### src/rtl/core/assert_macros.svh
// Assertion macros shared by the RTL that checks itself.
// Each macro expands to a labeled concurrent assertion in simulation and
// to nothing when SYNTHESIS is defined.
`ifndef ASSERT_MACROS_SVH
`define ASSERT_MACROS_SVH
`ifndef SYNTHESIS
`define ASSERT_CLK(label, clk, rst, prop, msg) \
  label: assert property (@(posedge clk) disable iff (rst) prop) else $error(msg);
`define ASSERT_NEVER(label, clk, rst, cond, msg) \
  label: assert property (@(posedge clk) disable iff (rst) !(cond)) else $error(msg);
`else
`define ASSERT_CLK(label, clk, rst, prop, msg)
`define ASSERT_NEVER(label, clk, rst, cond, msg)
`endif
`endif

### src/rtl/core/rsfd_pkg.sv
// ----------------------------------------------------------------------------
// rsfd_pkg
// Shared constants and types of the robot status frame decoder.
// ----------------------------------------------------------------------------
`timescale 1ns / 1ps
`default_nettype none

package rsfd_pkg;

  localparam int FRAME_LEN = 8;
  localparam int CNT_W     = $clog2(FRAME_LEN);
  localparam int BODY_LEN  = FRAME_LEN - 1;

  localparam logic [CNT_W-1:0] LAST_IDX = CNT_W'(FRAME_LEN - 1);

  localparam logic [7:0] HEADER_BYTE  = 8'h52;
  localparam logic [7:0] TRAILER_BYTE = 8'h45;

  // floor(x / 5) for x below 2730 equals (x * 1639) >> 13.
  localparam int MIX_W       = 11;
  localparam int SPEED_SHIFT = 13;
  localparam logic [MIX_W-1:0] SPEED_RECIP = MIX_W'(1639);

  typedef logic [7:0] rx_word_t;

  // Entry k holds the word that arrived k+1 words before the newest one.
  typedef rx_word_t [BODY_LEN-1:0] frame_body_t;

  typedef struct packed {
    logic        ok;
    logic [7:0]  speed;
    logic [15:0] position;
    logic [9:0]  steering;
    logic [4:0]  line_left;
    logic [4:0]  line_right;
    logic [2:0]  limit_switches;
  } frame_fields_t;

endpackage

`default_nettype wire

### src/rtl/core/rsfd_byte_cell.sv
// ----------------------------------------------------------------------------
// rsfd_byte_cell
// One stage of the frame shift line: holds one word and passes it on.
// ----------------------------------------------------------------------------
`timescale 1ns / 1ps
`default_nettype none

module rsfd_byte_cell (
  input  wire logic              clk,
  input  wire logic              shift,
  input  wire rsfd_pkg::rx_word_t d,
  output rsfd_pkg::rx_word_t     q
);
  import rsfd_pkg::*;

  always_ff @(posedge clk) begin
    if (shift) begin
      q <= d;
    end
  end

endmodule

`default_nettype wire

### src/rtl/core/rsfd_frame_eval.sv
// ----------------------------------------------------------------------------
// rsfd_frame_eval
// Checks a complete frame and unpacks its readings, including the new
// smoothed speed floor((2*new + 3*old) / 5).
// ----------------------------------------------------------------------------
`timescale 1ns / 1ps
`default_nettype none

module rsfd_frame_eval (
  input  wire rsfd_pkg::frame_body_t body,
  input  wire rsfd_pkg::rx_word_t    last_word,
  input  wire logic [7:0]            old_speed,
  output rsfd_pkg::frame_fields_t    fields
);
  import rsfd_pkg::*;

  rx_word_t                  w [FRAME_LEN];
  logic [MIX_W-1:0]          mix;
  logic [2*MIX_W-1:0]        prod;

  // Frame word k sits in body entry BODY_LEN-1-k; the last word is live.
  always_comb begin
    for (int k = 0; k < BODY_LEN; k++) begin
      w[k] = body[BODY_LEN-1-k];
    end
    w[FRAME_LEN-1] = last_word;
  end

  always_comb begin
    mix  = (MIX_W'(w[1]) << 1) + (MIX_W'(old_speed) << 1) + MIX_W'(old_speed);
    prod = {{MIX_W{1'b0}}, mix} * {{MIX_W{1'b0}}, SPEED_RECIP};

    fields.ok             = (w[0] == HEADER_BYTE) && (w[FRAME_LEN-1] == TRAILER_BYTE);
    fields.speed          = prod[SPEED_SHIFT +: 8];
    fields.position       = {w[2], w[3]};
    fields.steering       = {w[4], w[5][7:6]};
    fields.line_left      = w[5][5:1];
    fields.line_right     = w[6][7:3];
    fields.limit_switches = w[6][2:0];
  end

endmodule

`default_nettype wire

### src/rtl/core/robot_status_frame_decoder.sv
// ----------------------------------------------------------------------------
// robot_status_frame_decoder
// Collects serial words into eight-word status frames and reports the
// checked, held robot readings once per frame.
// ----------------------------------------------------------------------------
// The decoder takes one received word per clock on the rx channel and emits
// one result word after every eighth accepted word, counting from reset or
// from the previous frame; there is no header resynchronization. Incoming
// words move through a row of seven word cells, so when the eighth word
// arrives the whole frame is visible at once and is checked in the same
// cycle: it passes only if the first word is 'R' and the last is 'E'. A
// passing frame updates the held readings, with the speed smoothed as
// floor((2*new + 3*old) / 5); a failing frame keeps them. The result appears
// in the cycle after the eighth word and carries frame_ok plus the held
// readings, which sit in registers that feed the result ports directly.
// Throughput is one word per cycle. While a result waits on frame_stall,
// the first seven words of the next frame are still taken; only the word
// that would finish that frame is held off with rx_stall until the waiting
// result is taken, since the held reading registers double as the result
// register.
// ----------------------------------------------------------------------------
`timescale 1ns / 1ps
`default_nettype none
`include "assert_macros.svh"

module robot_status_frame_decoder (
  input  wire logic                clk,
  input  wire logic                rst,
  input  wire logic                rx_valid,
  output logic                     rx_stall,
  input  wire rsfd_pkg::rx_word_t  rx_byte,
  output logic                     frame_valid,
  input  wire logic                frame_stall,
  output logic                     frame_ok,
  output logic [7:0]               speed,
  output logic [15:0]              position,
  output logic [9:0]               steering,
  output logic [4:0]               line_left,
  output logic [4:0]               line_right,
  output logic [2:0]               limit_switches
);
  import rsfd_pkg::*;

  logic [CNT_W-1:0] byte_count;
  logic [CNT_W-1:0] byte_count_next;
  frame_body_t      body;
  frame_fields_t    fields;
  logic             rx_fire;
  logic             frame_done;
  logic             frame_valid_next;

  // The word that completes a frame must wait while an earlier result is
  // still stalled, since that result lives in the held reading registers.
  assign rx_stall   = frame_valid && frame_stall && (byte_count == LAST_IDX);
  assign rx_fire    = rx_valid && !rx_stall;
  assign frame_done = rx_fire && (byte_count == LAST_IDX);

  // Shift line of word cells: cell 0 takes the newest word.
  for (genvar i = 0; i < BODY_LEN; i++) begin : g_cell
    rsfd_byte_cell u_cell (
      .clk   (clk),
      .shift (rx_fire),
      .d     ((i == 0) ? rx_byte : body[(i == 0) ? 0 : i - 1]),
      .q     (body[i])
    );
  end

  rsfd_frame_eval u_eval (
    .body      (body),
    .last_word (rx_byte),
    .old_speed (speed),
    .fields    (fields)
  );

  always_comb begin
    byte_count_next = byte_count;
    if (rx_fire) begin
      byte_count_next = (byte_count == LAST_IDX) ? '0 : byte_count + 1'b1;
    end
    frame_valid_next = frame_done || (frame_valid && frame_stall);
  end

  always_ff @(posedge clk) begin
    if (rst) begin
      byte_count  <= '0;
      frame_valid <= 1'b0;
    end else begin
      byte_count  <= byte_count_next;
      frame_valid <= frame_valid_next;
    end
  end

  // Held readings change only on a passing frame and drive the result ports.
  always_ff @(posedge clk) begin
    if (rst) begin
      speed          <= '0;
      position       <= '0;
      steering       <= '0;
      line_left      <= '0;
      line_right     <= '0;
      limit_switches <= '0;
    end else if (frame_done && fields.ok) begin
      speed          <= fields.speed;
      position       <= fields.position;
      steering       <= fields.steering;
      line_left      <= fields.line_left;
      line_right     <= fields.line_right;
      limit_switches <= fields.limit_switches;
    end
  end

  always_ff @(posedge clk) begin
    if (frame_done) begin
      frame_ok <= fields.ok;
    end
  end

  // A finished frame restarts the count and raises a result.
  `ASSERT_CLK(a_frame_restarts, clk, rst, frame_done |=> (byte_count == '0 && frame_valid), "frame end did not restart count or raise result")

  // A new result is only ever caused by the word that finished a frame.
  `ASSERT_CLK(a_result_source, clk, rst, (frame_valid && !$past(frame_valid && frame_stall)) |-> ($past(frame_done)), "result raised without a finished frame")

  // A rejected frame leaves the smoothed speed untouched.
  `ASSERT_CLK(a_reject_holds, clk, rst, ($past(frame_done) && !frame_ok) |-> $stable(speed), "rejected frame changed held speed")

  // A waiting result is never overwritten by the next finished frame.
  `ASSERT_NEVER(a_no_overrun, clk, rst, frame_valid && frame_stall && frame_done, "finished frame while result still waiting")

endmodule

`default_nettype wire
### config.mk
export PLATFORM = sky130hd
export DESIGN_NAME = robot_status_frame_decoder
export DESIGN_NICKNAME = d
export VERILOG_FILES = /design/src/rtl/core/rsfd_pkg.sv /design/src/rtl/core/rsfd_byte_cell.sv /design/src/rtl/core/rsfd_frame_eval.sv /design/src/rtl/core/robot_status_frame_decoder.sv
export VERILOG_INCLUDE_DIRS = /design/src /design/src/rtl/core
export SDC_FILE = /design/constraint.sdc
export NUM_CORES = 1
export LEC_CHECK = 0
export BUFFER_PORTS_ARGS = -buffer_cell sky130_fd_sc_hd__buf_2
export CAP_MARGIN = 20
export CELL_PAD_IN_SITES_DETAIL_PLACEMENT = 0
export CELL_PAD_IN_SITES_GLOBAL_PLACEMENT = 1
export CORE_ASPECT_RATIO = 0.75
export CORE_MARGIN = 2
export CORE_UTILIZATION = 40
export CTS_CLUSTER_SIZE = 30
export DETAILED_ROUTE_END_ITERATION = 7
export GPL_TIMING_DRIVEN = 0
export PLACE_DENSITY_LB_ADDON = 0.3
export SLEW_MARGIN = 20
export SYNTH_ARGS = -nofsm -noshare
export SYNTH_HDL_FRONTEND = slang
export SYNTH_SLANG_ARGS = --single-unit
export TNS_END_PERCENT = 20
### constraint.sdc
create_clock -name clk -period 11.02 [get_ports clk]
set_input_delay 1.102 -clock clk [delete_from_list [all_inputs] [get_ports clk]]
set_output_delay 1.102 -clock clk [all_outputs]
set_load 0.05 [all_outputs]
---- Word level (Yosys, flattened, before mapping) ----
Index checks and enable logic that the tools add are counted.
word-level totals
  word-level logic and storage cells ...... 32
  flip-flop bits (word level) ............. 108
cells by class
  muxes and demuxes ....................... 1
  multipliers ............................. 1
  reduce and logical (&&, ||, !) cells .... 8
  equal/unequal tests ..................... 3
  add/sub/neg operators ................... 3
operator list
  kind                      count
  $mul A11 B11 Y21 const B  1
  $eq A8 B7 Y1 const B      2
  $add A11 B8 Y11           1
  $add A9 B9 Y10            1
  $logic_and A1 B1 Y1       6
  $add A3 B1 Y3 const B     1
  $eq A3 B3 Y1 const B      1
  $mux W3                   1
  $logic_not A1 Y1          1
  $logic_or A1 B1 Y1        1

---- Depth between registers and ports, before layout ----
  depth after elaboration ................. 6
  depth in mapped cells ................... 28
  depth with buffers taken out ............ 28

---- Hierarchy ----
Synthesis repeated with hierarchy kept, for this count alone.
unflattened totals
  cell total of the unflattened synthesis .. 611
  area, all modules ....................... 6,926.6 um^2
modules (own cells, without submodules)
  module                      times used  area each (um^2)  cells an instance
  rsfd_frame_eval             1           2,916.5           326
  robot_status_frame_decoder  1           2,328.5           229
  rsfd_byte_cell              7           240.2             8

---- Worst setup path before layout ----
OpenSTA, ideal clock, no wires.
  kind .................................... reg2reg
  start point ............................. register speed[0]
  end point ............................... register speed[6]
  stages on the path, launching flop included .. 28
  arrival ................................. 7.011 ns
  setup time .............................. 0.069 ns
  period minus slack after synthesis ...... 7.080 ns
  slack ................................... 3.940 ns
  cell sequence ........................... dfxtp_1 ha_1 inv_1 fa_1 inv_1 ha_1 a21o_1 a21oi_1 o21bai_1 a21oi_1 o21bai_1 a21oi_1 xnor2_1 ha_1 inv_1 fa_1 fa_1 inv_1 fa_1 ha_1 ha_1 a21o_1 a21o_1 a221o_1 o21ai_2 o21ai_1 a211o_1 o21ai_1
between the ends
  word-level cells in the longest chain between the ends .. 3
RTL lines
  what                    RTL line                           text
  from (decl)             robot_status_frame_decoder.sv:35   output logic [7:0] speed,
  from (signal assigned)  robot_status_frame_decoder.sv:103  speed <= fields.speed;
  $add A9 B9 Y10          rsfd_frame_eval.sv:30              mix = (MIX_W'(w[1]) << 1) + (MIX_W'(old_speed) << 1) + MIX_W'(old_speed);
  $add A11 B8 Y11 *       rsfd_frame_eval.sv:30
  $mul A11 B11 Y21 *      rsfd_frame_eval.sv:31              prod = {{MIX_W{1'b0}}, mix} * {{MIX_W{1'b0}}, SPEED_RECIP};
Mark *: on every way between the ends. The rest lies on a longest branch, timed or not.
A chain may end at the register's enable or synchronous reset.

---- Final worst setup path ----
Ends and elaborated chain as after synthesis.

==> qor.csv <==
stage,metric,value,unit
outcome,status,"complete, no violations",
yosys,netlist_area,0.00643,mm^2
sta,setup_viol_count_final,0,
yosys,ys_types,54,
clock_network,clk_pin_slew,0.08,ns
worst_setup_path,cp-start-kind,flop,
detailed_routing,dr_total_vias,4532,
final_layout,fin_cells,905,
final_layout,diodes,0,
yosys,synth-main-ff-cell,edfxtp_1,
clock_network,clock-root-buffer,clkbuf_16,
yosys,synth_cells,617,
detailed_routing,drt-initial-drc-count,220,
clock_network,clk_path_buf_depth,2,
power_and_ir_drop,seq_power_share,0.419,
sta,finalHoldViolCount,0,
yosys,synthTopCellsByArea,"edfxtp_1 (27%), ha_1 (16%), dfxtp_1 (16%), fa_1 (10%), nand2_1 (5.7%)",
clock_network,cts_resized,0,
yosys,yosys.area.top_type,edfxtp_1,
sta,slew_headroom,0.285,
sta,fin_setup_tns,0,ns
detailed_routing,firstDrtPassIters,4,
clock_network,htreeDepth,3,
clock_network,cts_buffers,9,
power_and_ir_drop,clock_power_share,0.308,
final_layout,finalInstanceArea,0.00733,mm^2
sta,drv_slew,0,
clock_network,cts_tree,yes,
power_and_ir_drop,p_comb_frac,0.273,
flow_run,maxCapViolations,0,
placed_design,numPortBuffers,61,
yosys,avgSynthCellArea,10.4,um^2
yosys,syn-num-nets,744,
detailed_routing,routed_wl,14.3,mm
detailed_routing,drc,0,
sta,period_needed,7.60,ns
placed_design,hpwl,11.8,mm
worst_setup_path,required,11.30,ns
final_layout,areaGrowthSynthToFinish,13.9,%
worst_setup_path,cp.arrival,7.88,ns
clock_network,clock-sinks,108,
global_route,grt_util_all_layers,0.178,
yosys,yosysSeqAreaShare,0.425,
yosys,ys_ff_latch,108,
power_and_ir_drop,vdd_drop_max,74.8,uV
yosys,synth_edf_count,57,
worst_setup_path,path_max_fanout,7,
final_layout,final-seq-area,0.00273,mm^2
placed_design,placed_cells,889,
worst_setup_path,end_kind,flop,
yosys,synth_most_common_cell,nand2_1,
sta,grt_setup_unrepaired,false,
die,die_w,150,um
detailed_routing,viasPerCell,5.01,
worst_setup_path,crit_type,flop to flop,
global_route,grt_pass1_wl,23.6,mm
detailed_routing,wire_per_inst,15.8,um
yosys,synth_top_area_share,0.266,
sta,period_share,0.690,
placed_design,place_area,0.00702,mm^2
die,num_io_pins,62,
die,coreArea,0.0159,mm^2
clock_network,cts_hold_buf,0,
global_route,grt_pass1_vias,4625,
power_and_ir_drop,power_density,145,mW/mm^2
sta,worstMarginPinSlew,1.06,ns
detailed_routing,detail-route-antenna-nets,0,
power_and_ir_drop,p_int,0.741,mW
yosys,synth_common_cells,"nand2_1 (97), ha_1 (82), inv_1 (78)",
clock_network,cts_setup_buffers,0,
die,rows,40,
clock_network,clock_latency,0.34,ns
global_route,overflow,0,
power_and_ir_drop,switchingPower,0.324,mW
power_and_ir_drop,power_leakage,3.30,nW
final_layout,multi_input_area,0.00334,mm^2
die,dieArea,0.0171,mm^2
placed_design,gp_congestion,0.868,
hold_path,hold_class,flop to flop,
yosys,ys_warn_count,0,
power_and_ir_drop,switching_share,0.304,
global_route,antenna_found_initial,1,
die,initial_core_util,0.405,
power_and_ir_drop,p_total,1.06,mW
sta,fmax,132,MHz
final_layout,layout-drive-gt1-share,0.128,
final_layout,nFillCells,1478,
die,die_h,114,um
yosys,async_reset_ff_frac,0,
final_layout,layout.nets,817,
sta,clock_skew,0.0131,ns
global_route,grt_max_degree,31,
final cells by class:
cell class                 count  share of cell area
clock buffer                   9              0.0307
clock inverter                 7              0.0111
buffer                        16             0.00820
multi-input combinational    413               0.456
timing repair buffer          62              0.0444
inverter                      80              0.0410
sequential                   108               0.373
tap                          210              0.0359
worst paths after layout:
path / start / endpoint / slack [ns] / cells past startpoint
worst max-delay path: speed[0]$_SDFFE_PP0P_ / speed[6]$_SDFFE_PP0P_ / 3.42 / 27
worst min register to register: g_cell[1].u_cell.q[0]$_DFFE_PP_ / g_cell[2].u_cell.q[0]$_DFFE_PP_ / 0.44 / 0
worst max register to register: speed[0]$_SDFFE_PP0P_ / speed[6]$_SDFFE_PP0P_ / 3.42 / 27
worst min-delay path: g_cell[1].u_cell.q[0]$_DFFE_PP_ / g_cell[2].u_cell.q[0]$_DFFE_PP_ / 0.44 / 0
cells by family (layout without fill, tap and decap cells):
kind of cell	Yosys count	count (layout)	synth area share
and+or+nand+nor	160	160	0.117
muxes	1	1	0.00156
adders and majority gates	115	115	0.262
DFF	108	108	0.425
xor gates and xnor gates	24	24	0.0327
buffers and inverters	96	174	0.0560
AOI/OAI and AO/OA	113	113	0.106
state kept, by name (all words and copies together) (netlist names):
name             cells
g_cell.u_cell.q     56
steering            10
line_left            5
frame_ok             1
limit_switches       3
frame_valid          1
line_right           5
speed                8
byte_count           3
position            16
critical path: stages, from the launching register on:
cell and delay [ns]:
dfxtp_1 0.56, ha_1 0.26, inv_1 0.07, fa_1 0.48, inv_1 0.07, ha_1 0.28
a21o_1 0.17, a21oi_1 0.24, o21bai_1 0.11, a21oi_1 0.31, o21bai_1 0.10, a21oi_1 0.28
xnor2_1 0.34, ha_1 0.35, inv_1 0.07, fa_1 0.43, fa_1 0.61, inv_1 0.08
fa_1 0.48, ha_1 0.30, ha_1 0.35, a21o_1 0.20, a21o_1 0.17, a221o_1 0.37
o21ai_2 0.22, o21ai_1 0.18, a211o_1 0.32, o21ai_1 0.10
power by group through the flow:
| stage | Clock, mW | Combinational, mW | Sequential, mW |
|---|---|---|---|
| finish | 0.328 | 0.291 | 0.446 |
| global route | 0.349 | 0.337 | 0.448 |
| CTS | 0.334 | 0.293 | 0.446 |
| detailed placement | 0 | 0.290 | 0.455 |
| global placement | 0 | 0.282 | 0.455 |
| floorplan | 0 | 0.215 | 0.452 |
metal layers:
| metal | vias up | wire, um | track usage |
|---|---|---|---|
| li1 | 2258 | - | - |
| met5 | - | 0 | 0 |
| met1 | 2189 | 7480 | 0.271 |
| met4 | 0 | 36 | 0.0283 |
| met3 | 4 | 696 | 0.0368 |
| met2 | 81 | 6070 | 0.263 |
metrics by stage:
step,hold slack (ns),utilization,worst slack [ns]
2_1_floorplan,0.400,-,3.94
3_3_place_gp,0.408,0.441,3.55
3_5_place_dp,0.423,0.443,3.41
4_1_cts,0.442,0.462,3.38
5_1_grt,0.463,0.462,2.97
6_report,0.440,0.462,3.42
placed cells by master, fill, tap and decap left out, types with 3 or more instances in the layout:
master	Yosys	final
xor2_1	4	4
and3_1	4	4
nand4_1	6	6
and2_1	3	3
inv_2	2	3
o21ai_1	3	3
a211oi_1	5	5
nand3_1	6	6
ha_1	82	82
buf_2	0	61
clkbuf_16	0	9
o21ai_0	8	8
dfxtp_1	51	51
nor2_1	16	16
a21o_1	9	9
nand3b_1	4	4
inv_1	78	77
edfxtp_1	57	57
nand2_1	97	97
xnor2_1	20	20
or4_1	3	3
a21oi_1	66	66
fa_1	33	33
clkbuf_1	16	16
inv_6	0	3
Note: power is estimated with default switching activity, not from simulation.
